File: src/sv/first_fit_block_allocator_top_macros.svh
// assertion macros for the first-fit block allocator top level
// expects clk and arst_n in the scope where a macro is used
`ifndef FIRST_FIT_BLOCK_ALLOCATOR_TOP_MACROS_SVH
`define FIRST_FIT_BLOCK_ALLOCATOR_TOP_MACROS_SVH

// same-cycle implication
`define FFBA_ASSERT_SAME(label, ante, cons, msg) \
	label: assert property (@(posedge clk) disable iff (!arst_n) (ante) |-> (cons)) \
		else $error(msg);

// next-cycle implication
`define FFBA_ASSERT_NEXT(label, ante, cons, msg) \
	label: assert property (@(posedge clk) disable iff (!arst_n) (ante) |=> (cons)) \
		else $error(msg);

`endif

File: src/sv/ffba_pkg.sv
// shared types and constants of the first-fit block allocator
// no dependencies
`timescale 1ns / 1ps

package ffba_pkg;

	localparam int MAX_BLOCKS      = 64;
	localparam int HEADER_BYTES    = 8;
	localparam int HEAP_BYTES_LOG2 = 20;

	localparam int ADDR_W   = 32;
	localparam int SIZE_W   = 21;
	localparam int TOTAL_W  = SIZE_W + 1;
	localparam int IDX_W    = (MAX_BLOCKS > 1) ? $clog2(MAX_BLOCKS) : 1;
	localparam int CNT_W    = $clog2(MAX_BLOCKS + 1);
	localparam int STATUS_W = 2;
	localparam int CFG_IDX_W = 1;
	localparam int CFG_DATA_W = 32;

	localparam int IN_TDATA_W  = ((SIZE_W + ADDR_W + 7) / 8) * 8;
	localparam int OUT_TDATA_W = ((ADDR_W + STATUS_W + 7) / 8) * 8;

	// hard ceiling of the heap, a power of two whose exponent never exceeds SIZE_W
	localparam int LIMIT_LOG2 = (HEAP_BYTES_LOG2 < SIZE_W) ? HEAP_BYTES_LOG2 : SIZE_W;
	localparam logic [TOTAL_W-1:0] LIMIT_CEIL = {{(TOTAL_W-1){1'b0}}, 1'b1} << LIMIT_LOG2;

	localparam logic [SIZE_W-1:0] CAPACITY_RESET = SIZE_W'(1048576);

	localparam logic [CFG_IDX_W-1:0] REG_HEAP_BASE     = 1'b0;
	localparam logic [CFG_IDX_W-1:0] REG_HEAP_CAPACITY = 1'b1;

	typedef enum logic {
		OP_ALLOC = 1'b0,
		OP_FREE  = 1'b1
	} op_t;

	typedef enum logic [STATUS_W-1:0] {
		STATUS_OK        = 2'd0,
		STATUS_FULL      = 2'd1,
		STATUS_NO_ROOM   = 2'd2,
		STATUS_UNKNOWN   = 2'd3
	} status_t;

	typedef enum logic [1:0] {
		ST_IDLE,
		ST_SCAN,
		ST_RESP
	} scan_state_t;

	typedef struct packed {
		logic              avail;
		logic [SIZE_W-1:0] size;
	} entry_t;

	typedef struct packed {
		status_t           status;
		logic [ADDR_W-1:0] granted;
	} result_t;

endpackage

File: src/sv/ffba_table_ram.sv
// block table memory: one write port, one read port, registered read data
// generic, no package dependency
`timescale 1ns / 1ps

module ffba_table_ram #(
	parameter int DATA_W = 22,
	parameter int DEPTH  = 64,
	parameter int ADDR_W = (DEPTH > 1) ? $clog2(DEPTH) : 1
) (
	input  logic              clk,
	input  logic              wr_en,
	input  logic [ADDR_W-1:0] wr_addr,
	input  logic [DATA_W-1:0] wr_data,
	input  logic              rd_en,
	input  logic [ADDR_W-1:0] rd_addr,
	output logic [DATA_W-1:0] rd_data
);

	logic [DATA_W-1:0] mem [DEPTH];

	always_ff @(posedge clk) begin
		if (wr_en) begin
			mem[wr_addr] <= wr_data;
		end
	end

	always_ff @(posedge clk) begin
		if (rd_en) begin
			rd_data <= mem[rd_addr];
		end
	end

endmodule

File: src/sv/ffba_scan.sv
// request sequencer: walks the block table one entry a cycle, then writes back on a hit or an append
// depends on ffba_pkg and ffba_table_ram
`timescale 1ns / 1ps

module ffba_scan (
	input  logic                        clk,
	input  logic                        arst_n,
	input  logic                        in_valid,
	output logic                        in_ready,
	input  ffba_pkg::op_t               in_op,
	input  logic [ffba_pkg::SIZE_W-1:0] in_size,
	input  logic [ffba_pkg::ADDR_W-1:0] in_addr,
	input  logic [ffba_pkg::ADDR_W-1:0] heap_base,
	input  logic [ffba_pkg::SIZE_W-1:0] heap_capacity,
	output logic                        res_valid,
	input  logic                        res_take,
	output ffba_pkg::result_t           res
);

	import ffba_pkg::*;

	scan_state_t state_q, state_d;

	// request payload
	op_t                op_q;
	logic [TOTAL_W-1:0] total_q;
	logic [ADDR_W-1:0]  target_q;
	logic [SIZE_W-1:0]  start_q;
	result_t            res_q, res_d;
	logic               res_load;

	// table walk
	logic [CNT_W-1:0]   rd_idx_q;
	logic [IDX_W-1:0]   idx_s1;
	logic               pend_s1;
	logic [CNT_W-1:0]   count_q;
	logic [SIZE_W-1:0]  heap_end_q;

	logic               rd_en, wr_en, append;
	logic [IDX_W-1:0]   wr_addr;
	entry_t             rd_entry, wr_entry;

	logic               alloc_hit, free_hit, hit, scan_end;
	logic [TOTAL_W-1:0] limit;
	logic [TOTAL_W:0]   room_sum;
	logic               too_big, full;
	logic [SIZE_W-1:0]  grant_off;
	logic [ADDR_W-1:0]  grant_addr;

	ffba_table_ram #(
		.DATA_W($bits(entry_t)),
		.DEPTH (MAX_BLOCKS),
		.ADDR_W(IDX_W)
	) u_table (
		.clk    (clk),
		.wr_en  (wr_en),
		.wr_addr(wr_addr),
		.wr_data(wr_entry),
		.rd_en  (rd_en),
		.rd_addr(rd_idx_q[IDX_W-1:0]),
		.rd_data(rd_entry)
	);

	assign alloc_hit = pend_s1 && (op_q == OP_ALLOC) && rd_entry.avail
		&& (TOTAL_W'(rd_entry.size) >= total_q);
	assign free_hit  = pend_s1 && (op_q == OP_FREE) && (ADDR_W'(start_q) == target_q);
	assign hit       = alloc_hit || free_hit;
	assign scan_end  = !pend_s1 && (rd_idx_q == count_q);

	assign limit    = (TOTAL_W'(heap_capacity) < LIMIT_CEIL) ? TOTAL_W'(heap_capacity)
		: LIMIT_CEIL;
	assign room_sum = (TOTAL_W+1)'(heap_end_q) + (TOTAL_W+1)'(total_q);
	assign too_big  = room_sum > (TOTAL_W+1)'(limit);
	assign full     = count_q == CNT_W'(MAX_BLOCKS);

	assign grant_off  = hit ? start_q : heap_end_q;
	assign grant_addr = heap_base + ADDR_W'(grant_off) + ADDR_W'(HEADER_BYTES);

	always_ff @(posedge clk or negedge arst_n) begin
		if (!arst_n) begin
			state_q <= ST_IDLE;
		end else begin
			state_q <= state_d;
		end
	end

	// a write only happens in the cycle that ends the walk, when no read is issued,
	// and the next request reads only after the RESP and IDLE states have passed
	always_comb begin
		state_d          = state_q;
		in_ready         = 1'b0;
		res_valid        = 1'b0;
		rd_en            = 1'b0;
		wr_en            = 1'b0;
		append           = 1'b0;
		wr_addr          = idx_s1;
		wr_entry         = rd_entry;
		res_load         = 1'b0;
		res_d.status     = STATUS_OK;
		res_d.granted    = '0;
		unique case (state_q)
			ST_IDLE: begin
				in_ready = 1'b1;
				if (in_valid) begin
					state_d = ST_SCAN;
				end
			end
			ST_SCAN: begin
				if (hit) begin
					wr_en          = 1'b1;
					wr_entry.avail = (op_q == OP_FREE);
					res_load       = 1'b1;
					state_d        = ST_RESP;
					if (op_q == OP_ALLOC) begin
						res_d.granted = grant_addr;
					end
				end else if (scan_end) begin
					res_load = 1'b1;
					state_d  = ST_RESP;
					if (op_q == OP_FREE) begin
						res_d.status = STATUS_UNKNOWN;
					end else if (full) begin
						res_d.status = STATUS_FULL;
					end else if (too_big) begin
						res_d.status = STATUS_NO_ROOM;
					end else begin
						wr_en          = 1'b1;
						append         = 1'b1;
						wr_addr        = count_q[IDX_W-1:0];
						wr_entry.avail = 1'b0;
						wr_entry.size  = total_q[SIZE_W-1:0];
						res_d.granted  = grant_addr;
					end
				end else begin
					rd_en = rd_idx_q != count_q;
				end
			end
			ST_RESP: begin
				res_valid = 1'b1;
				if (res_take) begin
					state_d = ST_IDLE;
				end
			end
			default: begin
				state_d = ST_IDLE;
			end
		endcase
	end

	always_ff @(posedge clk or negedge arst_n) begin
		if (!arst_n) begin
			pend_s1    <= 1'b0;
			rd_idx_q   <= '0;
			count_q    <= '0;
			heap_end_q <= '0;
		end else begin
			pend_s1 <= rd_en;
			if (in_valid && in_ready) begin
				rd_idx_q <= '0;
			end else if (rd_en) begin
				rd_idx_q <= rd_idx_q + CNT_W'(1);
			end
			if (append) begin
				count_q    <= count_q + CNT_W'(1);
				heap_end_q <= room_sum[SIZE_W-1:0];
			end
		end
	end

	always_ff @(posedge clk) begin
		if (in_valid && in_ready) begin
			op_q     <= in_op;
			total_q  <= TOTAL_W'(in_size) + TOTAL_W'(HEADER_BYTES);
			target_q <= in_addr - heap_base - ADDR_W'(HEADER_BYTES);
			start_q  <= '0;
		end else if (pend_s1 && !hit) begin
			start_q <= start_q + rd_entry.size;
		end
		if (rd_en) begin
			idx_s1 <= rd_idx_q[IDX_W-1:0];
		end
		if (res_load) begin
			res_q <= res_d;
		end
	end

	assign res = res_q;

endmodule

File: src/sv/first_fit_block_allocator_top.sv
// First-fit block allocator, no splitting and no merging. A request is taken
// only while the block is idle and walks the block table one entry per cycle
// through the single read port of the table memory, until a hit or the end of
// the blocks in use, at most all 64 table entries. The result sits in an output
// register; the next request may be accepted while it waits to be taken.
// Configuration writes are taken at any time but must only be issued while no
// request is in flight.
// depends on ffba_pkg, ffba_scan and the assertion macro header
`timescale 1ns / 1ps
`include "first_fit_block_allocator_top_macros.svh"

module first_fit_block_allocator_top (
	input  logic                             clk,
	input  logic                             arst_n,
	input  logic                             s_tvalid,
	output logic                             s_tready,
	// request_size [20:0], block_address [52:21], zero pad
	input  logic [ffba_pkg::IN_TDATA_W-1:0]  s_tdata,
	// operation [0]
	input  logic [0:0]                       s_tuser,
	output logic                             m_tvalid,
	input  logic                             m_tready,
	// granted_address [31:0], status [33:32], zero pad
	output logic [ffba_pkg::OUT_TDATA_W-1:0] m_tdata,
	input  logic                             cfg_valid,
	output logic                             cfg_ready,
	input  logic [ffba_pkg::CFG_IDX_W-1:0]   cfg_index,
	input  logic [ffba_pkg::CFG_DATA_W-1:0]  cfg_data
);

	import ffba_pkg::*;

	logic [ADDR_W-1:0] heap_base_q;
	logic [SIZE_W-1:0] heap_capacity_q;
	logic              m_tvalid_q;
	result_t           out_q;
	logic              res_valid, res_take;
	result_t           res;

	assign cfg_ready = 1'b1;

	always_ff @(posedge clk or negedge arst_n) begin
		if (!arst_n) begin
			heap_base_q     <= '0;
			heap_capacity_q <= CAPACITY_RESET;
		end else if (cfg_valid && cfg_ready) begin
			unique case (cfg_index)
				REG_HEAP_BASE:     heap_base_q     <= cfg_data[ADDR_W-1:0];
				REG_HEAP_CAPACITY: heap_capacity_q <= cfg_data[SIZE_W-1:0];
				default: ;
			endcase
		end
	end

	ffba_scan u_scan (
		.clk          (clk),
		.arst_n       (arst_n),
		.in_valid     (s_tvalid),
		.in_ready     (s_tready),
		.in_op        (op_t'(s_tuser[0])),
		.in_size      (s_tdata[SIZE_W-1:0]),
		.in_addr      (s_tdata[SIZE_W +: ADDR_W]),
		.heap_base    (heap_base_q),
		.heap_capacity(heap_capacity_q),
		.res_valid    (res_valid),
		.res_take     (res_take),
		.res          (res)
	);

	assign res_take = res_valid && (!m_tvalid_q || m_tready);

	always_ff @(posedge clk or negedge arst_n) begin
		if (!arst_n) begin
			m_tvalid_q <= 1'b0;
		end else if (res_take) begin
			m_tvalid_q <= 1'b1;
		end else if (m_tready) begin
			m_tvalid_q <= 1'b0;
		end
	end

	always_ff @(posedge clk) begin
		if (res_take) begin
			out_q <= res;
		end
	end

	assign m_tvalid = m_tvalid_q;
	assign m_tdata  = {(OUT_TDATA_W - ADDR_W - STATUS_W)'(0), out_q};

	`FFBA_ASSERT_SAME(a_fail_no_grant, m_tvalid_q && (out_q.status != STATUS_OK), out_q.granted == '0, "failed transaction carries an address")
	`FFBA_ASSERT_NEXT(a_accept_busy, s_tvalid && s_tready, !s_tready, "request accepted while a walk is starting")
	`FFBA_ASSERT_SAME(a_idle_no_result, s_tready, !res_valid, "result offered while idle")
	`FFBA_ASSERT_NEXT(a_take_shows, res_take, m_tvalid_q, "taken result not presented")

endmodule
File: config.mk
export PLATFORM = sky130hd
export DESIGN_NAME = first_fit_block_allocator_top
export DESIGN_NICKNAME = d
export VERILOG_FILES = /design/src/sv/ffba_pkg.sv /design/src/sv/ffba_table_ram.sv /design/src/sv/ffba_scan.sv /design/src/sv/first_fit_block_allocator_top.sv
export VERILOG_INCLUDE_DIRS = /design/src /design/src/sv
export SDC_FILE = /design/constraint.sdc
export NUM_CORES = 2
export LEC_CHECK = 0
export BUFFER_PORTS_ARGS = -buffer_cell sky130_fd_sc_hd__buf_2
export CORE_MARGIN = 2
export CORE_UTILIZATION = 43
export DETAILED_ROUTE_END_ITERATION = 7
export PLACE_DENSITY = 0.63
export SLEW_MARGIN = 0
export SYNTH_ARGS = -nofsm -noshare
export SYNTH_HDL_FRONTEND = slang
export SYNTH_HIERARCHICAL = 1
export SYNTH_SLANG_ARGS = --single-unit
File: constraint.sdc
create_clock -name clk -period 8.4 [get_ports clk]
set_input_delay 0 -clock clk [delete_from_list [all_inputs] [get_ports clk]]
set_output_delay 0 -clock clk [all_outputs]
set_load 0.05 [all_outputs]
Word level (Yosys, flattened, before mapping)
Memory sizes are Yosys's and may differ from the RTL's. A register that Yosys moved wholly into a read port is not among the register bits. Cells that the tools add are included.

Add/subtract/negate cells: 9. Order comparisons: 3. Equality and inequality tests: 9. Muxes and demuxes: 51. Bitwise logic cells: 4. Reduce and logical (&&, ||, !) cells: 21.

Operators with widths (count): $mux 32 (6); $mux 22 (5); $mux 21 (3); $mux 6 (6); $add 32x21->32 (1); $add 32x4->32 const B (1); $eq 21x32->1 (1); $sub 32x32->32 (1); $sub 32x4->32 const B (1); $add 21x22->23 (1); $gt 23x22->1 (1); $add 21x4->22 const B (1); $ge 21x22->1 (1); $add 21x21->21 (1); $lt 21x21->1 const B (1); $mux 1 (21); $add 7x1->7 const B (2); $mux 2 (7); $mux 7 (2); $logic_and 1x1->1 (9); $eq 7x7->1 (1); $eq 7x7->1 const B (1); $ne 7x7->1 (1); $pmux 2 s3 (1); 12 further kinds (21).

Flip-flop bits (word level): 242. RAM bits: 1408. Output and inout bits: 43. Word-level logic and storage cells: 115. Memories kept: 1.

Memory list: u_scan.u_table.mem (words 64, width 22, read ports 1, clocked after memory_dff 1, write ports 1, RTL line ffba_table_ram.sv:19) `logic [DATA_W-1:0] mem [DEPTH];`.

Logic depth before layout (Yosys ltp)
Depth in word-level cells: 13. Depth in mapped cells: 25. Mapped depth without buffers: 22.

Hierarchy
Netlist, hierarchy kept.

Modules (own cells, without submodules): ffba_table_ram (times used 1, cells an instance 2349, area each 54481.0 sq um); ffba_scan (times used 1, cells an instance 1450, area each 13309.0 sq um); first_fit_block_allocator_top (times used 1, cells an instance 161, area each 3164.3 sq um).

Worst setup path after synthesis
OpenSTA, ideal clock, no wires.

Path type: register to register. Start point: register u_scan.total_q[0]. End point: memory u_scan.u_table.mem[0][0] (data pin). Data arrival time: 6.175 ns. Setup slack: 1.524 ns. Stages on the path, launching flop included: 20. Buffers on the path: 2. Period minus slack after synthesis: 6.876 ns. Cell sequence: edfxtp_1 -> ha_1 -> fa_1 -> a211oi_1 -> o21a_1 -> o211ai_1 -> a21oi_1 -> o21ai_0 -> a211oi_1 -> o21ai_0 -> xor2_1 -> ha_1 -> o21a_1 -> nor2_1 -> a31oi_1 -> a2bb2oi_1 -> nor3b_2 -> buf_4 -> buf_2 -> o21ai_0.

RTL lines: start: declaration (RTL line ffba_scan.sv:26) `logic [TOTAL_W-1:0] total_q;`; start signal: assignment (RTL line ffba_scan.sv:173) `total_q <= TOTAL_W'(in_size) + TOTAL_W'(HEADER_BYTES);`; end: declaration (RTL line ffba_table_ram.sv:19).

Worst setup path after layout
Start point: register u_scan.total_q[0]. End point: memory u_scan.u_table.mem[14][3], enable pin.

Cells in the longest elaborated chain, start to end: 10. Elaborated cells on any way between the ends: 19. Those cells by class: add/sub (1); order compare (2); mux (14); reduce/logical (2).

Ends and longest elaborated chain: $add 21x22->23 (RTL line ffba_scan.sv:72) `assign room_sum = (TOTAL_W+1)'(heap_end_q) + (TOTAL_W+1)'(total_q);`; via u_scan.room_sum[20] (RTL line ffba_scan.sv:45) `logic [TOTAL_W:0] room_sum;`; $gt 23x22->1 (RTL line ffba_scan.sv:73) `assign too_big = room_sum > (TOTAL_W+1)'(limit);`; $mux 1 (RTL line ffba_scan.sv:124) `end else if (too_big) begin`; $mux 1 (RTL line ffba_scan.sv:122) `end else if (full) begin`; $mux 1 (RTL line ffba_scan.sv:120) `if (op_q == OP_FREE) begin`; $mux 1 (RTL line ffba_scan.sv:117) `end else if (scan_end) begin`; $mux 1 (RTL line ffba_scan.sv:109) `if (hit) begin`; $mux 1 (RTL line ffba_scan.sv:101) `unique case (state_q)`; via u_scan.wr_en (RTL line ffba_scan.sv:39) `logic rd_en, wr_en, append;`; $mux 1 (RTL line ffba_table_ram.sv:22) `if (wr_en) begin`; $mux 1 (not written as such) (RTL line ffba_table_ram.sv:23) `mem[wr_addr] <= wr_data;`.

The timed path passes the listed nets, and every way through them passes these cells.

==> flow_metrics.env <==
export IMPL_run_status="completed"
export IMPL_grt_pass1_wl_um=254200
export IMPL_postSynth_asyncResetShare=0.05502
export IMPL_final_nets=4606
export IMPL_synth_seq_cells=1672
export IMPL_io_pins=138
export IMPL_relSlewSlack=0.07860
export IMPL_sw_frac_of_total=0.3112
export IMPL_numCtsBuffers=170
export IMPL_path_cells="ha_1 -> fa_1 -> a211oi_1 -> o21a_1 -> o211ai_1 -> a21oi_1 -> o21ai_0 -> a211oi_1 -> o21ai_0 -> xor2_1 -> ha_1 -> a211o_1 -> a21oi_1 -> o2111ai_1 -> a2bb2oi_1 -> nand2b_1 -> o21ai_1 -> buf_4 -> nor2b_1 -> nand3_1 -> nor2_2 -> buf_4"
export IMPL_finalMaxSlewViolations=0
export IMPL_drc=0
export IMPL_area_growth_pct=14.48
export IMPL_grt_pass1_vias=37990
export IMPL_port_buffers=127
export IMPL_finalHoldViolations=0
export IMPL_finalCriticalPeriod_ns=7.246
export IMPL_path_clk_slew_ns=0.06
export IMPL_ys_warn_count=6
export IMPL_postLayoutCellArea_um2=81230
export IMPL_initial_core_util=0.4315
export IMPL_clock_power_share=0.297
export IMPL_rows=149
export IMPL_cp_arrival_ns=7.75
export IMPL_grt_use_met3=0.03433
export IMPL_worstHoldPathType="input pin to flop"
export IMPL_worstPathMaxFanout=16
export IMPL_cpPeakStageDelay_ns=0.80
export IMPL_placed_area_um2=74670
export IMPL_grt_usage=0.2065
export IMPL_p_per_area_nw_per_um2=302.7
export IMPL_tightestPinTransition_ns=1.382
export IMPL_p_seq_frac=0.442
export IMPL_rsz0062_at_grt="false"
export IMPL_dieHeight_um=410.2
export IMPL_post_cts_buffers=0
export IMPL_globalRouteMet1Util=0.2749
export IMPL_vdd_drop_max_mv=0.3000
export IMPL_combPwrFrac=0.261
export IMPL_grt_use_met2=0.3495
export IMPL_cts_max_path_buffers=3
export IMPL_antenna_found_initial=1
export IMPL_final_common_cell="edfxtp_1"
export IMPL_setup_violations_final=0
export IMPL_p_switching_w=0.007651
export IMPL_htreeDepth=4
export IMPL_drive_above_1_share=0.2368
export IMPL_critPathTopFamily="compound AO/OA/AOI/OAI gates"
export IMPL_crit_slowest_cell="o21ai_1"
export IMPL_synth_area_um2=70950
export IMPL_synth_ff_type="edfxtp_1"
export IMPL_gr_total_overflow=0
export IMPL_wl_per_cell_um=26.23
export IMPL_dieArea_um2=168300
export IMPL_setup_tns_ns=0
export IMPL_p_leak_nw=27.09
export IMPL_cp_start_kind="flop"
export IMPL_drt_pass1_iter_count=5
export IMPL_critPathBufInv=2
export IMPL_fmax_mhz=138.0
export IMPL_synth_edf_count=1559
export IMPL_fin_worst_skew_ns=0.08446
export IMPL_fp_dieW_um=410.2
export IMPL_fin_cells=6644
export IMPL_seq_area_frac_synth=0.6982
export IMPL_place_gp_congestion=0.8649
export IMPL_hpwl_um=107100
export IMPL_vias_per_cell=5.666
export IMPL_finalWorstSetupSlack_ns=1.154
export IMPL_critPathKind="flop to flop"
export IMPL_end_kind="flop"
export IMPL_drt_iter0_drc=3598
export IMPL_grt_max_degree=115
export IMPL_vias=37650
export IMPL_insertion_delay_ns=0.83
export IMPL_cts_num_sinks=1672
export IMPL_num_fill_cells=13480
export IMPL_dp_cells=6225
export IMPL_place_ws_ns=1.213
export IMPL_avgSynthCellArea_um2=17.92
export IMPL_drv_cap=0
export IMPL_synth_cell_types=77
export IMPL_internal_power_w=0.01694
export IMPL_ant_nets=0
export IMPL_wl_um=174300
export IMPL_most_common_layout_cells="edfxtp_1 (1559), mux4_2 (352), ha_1 (190)"
export IMPL_root_buffer="clkbuf_16"
export IMPL_core_um2=164400
export IMPL_crit_required_ns=8.90
export IMPL_synthCells=3960
export IMPL_finalCritPeriodShare=0.8626
export IMPL_grt_busiest_layer="met2"
export IMPL_cts_tree="done"
cells in the mapped netlist, drive strengths merged (45+ instances only):
library cell | n | area share
o21ai | 81 | 0.0057
mux4 | 352 | 0.11
nand2 | 114 | 0.0060
xor2 | 56 | 0.0069
inv | 148 | 0.0078
mux2 | 129 | 0.021
nor2 | 194 | 0.010
a22oi | 45 | 0.0048
nand3 | 74 | 0.0052
a21oi | 132 | 0.0093
dfrtp | 91 | 0.032
edfxtp | 1559 | 0.66
mux2i | 74 | 0.010
buf | 101 | 0.0090
ha | 190 | 0.034
xnor2 | 80 | 0.0099
clkbuf | 76 | 0.0040
worst reg2reg max path, cell delays in order, from the launching register on:
cell and delay, ns:
edfxtp_1 0.45, ha_1 0.26, fa_1 0.44, a211oi_1 0.35, o21a_1 0.25, o211ai_1 0.13, a21oi_1 0.29, o21ai_0 0.21
a211oi_1 0.23, o21ai_0 0.12, xor2_1 0.16, ha_1 0.32, a211o_1 0.27, a21oi_1 0.11, o2111ai_1 0.12, a2bb2oi_1 0.37
nand2b_1 0.13, o21ai_1 0.80, buf_4 0.29, nor2b_1 0.25, nand3_1 0.50, nor2_2 0.54, buf_4 0.34
per-layer routing:
metal	routed length [µm]	vias up
li1	-	16570
met1	71790	19600
met2	87190	1226
met3	10640	253
met4	4673	0
met5	0	-
sequential cells by signal, indices dropped and copies added, names as in the netlist:
name / cells
u_scan/target_q: 32
m_tdata: 34
u_scan/state_q: 2
heap_base_q: 32
u_scan/res: 34
u_scan/start_q: 21
u_scan/op_q: 1
u_scan/rd_idx_q: 7
u_scan/idx_s1: 6
u_scan/u_table/mem: 1408
u_scan/u_table/rd_data: 22
heap_capacity_q: 21
u_scan/total_q: 22
m_tvalid: 1
u_scan/count_q: 7
u_scan/heap_end_q: 21
u_scan/pend_s1: 1
path summary, 6_finish.rpt:
path                                                   start                                  end  slack [ns]  depth (start not counted)
worst max-delay path             u_scan/total_q[0]$_DFFE_PP_  u_scan/u_table/mem[14][3]$_DFFE_PP_        1.15                         22
worst min-delay path                                s_tvalid        u_scan/state_q[0]$_DFFE_PN0P_        0.02                          3
worst max register to register   u_scan/total_q[0]$_DFFE_PP_  u_scan/u_table/mem[14][3]$_DFFE_PP_        1.15                         22
worst min register to register  u_scan/res[24]$_SDFFCE_PN0P_                m_tdata[24]$_DFFE_PP_        0.42                          0
max in group asynchronous                             arst_n       u_scan/rd_idx_q[0]$_DFFE_PN0P_        7.15                          4
min in group asynchronous                             arst_n          heap_base_q[14]$_DFFE_PN0P_        0.34                          4
stage by stage:
stage	utilization	power [W]	hold WS, ns
floorplan	-	0.01530	-0.2956
global placement	0.4541	0.01729	0.03938
detailed placement	0.4541	0.01742	0.03965
CTS	0.4939	0.02480	0.001797
global route	0.4940	0.02571	0.01615
finish	0.4940	0.02459	0.02291
cells by family after synthesis:
kind of cell	after synthesis	share of synthesized area
other	2	0.0001058
DFF	1672	0.6982
muxes	555	0.1432
and+or+nand+nor	584	0.03987
adders and majority gates	194	0.03463
xor gates and xnor gates	136	0.01679
AOI/OAI and AO/OA	492	0.04643
buffers and inverters	325	0.02083
final cells by class:
cell class / instances / area (µm²) / area share
flip-flops and latches: 1672 / 49550 / 0.6100
diodes: 4 / 10.01 / 0.0001232
clock buffers: 207 / 4434 / 0.05459
clock inverters: 99 / 1001 / 0.01232
inverters: 148 / 556.8 / 0.006855
repair buffers: 357 / 2718 / 0.03346
well taps: 2189 / 2739 / 0.03372
multi-input cells: 1968 / 20220 / 0.2489
power groups by stage:
stage | Combinational, W | Clock, W | Sequential, W
finish | 0.00641 | 0.00731 | 0.0109
detailed placement | 0.00637 | 0 | 0.0110
floorplan | 0.00431 | 0 | 0.0110
global route | 0.00699 | 0.00781 | 0.0109
CTS | 0.00646 | 0.00747 | 0.0109
global placement | 0.00626 | 0 | 0.0110
timing repair:
item	CTS	global route
endpoints found under the hold margin	178	0
resized for setup	0	0
hold buffers	109	0
Note: power is estimated with default switching activity, not from simulation.
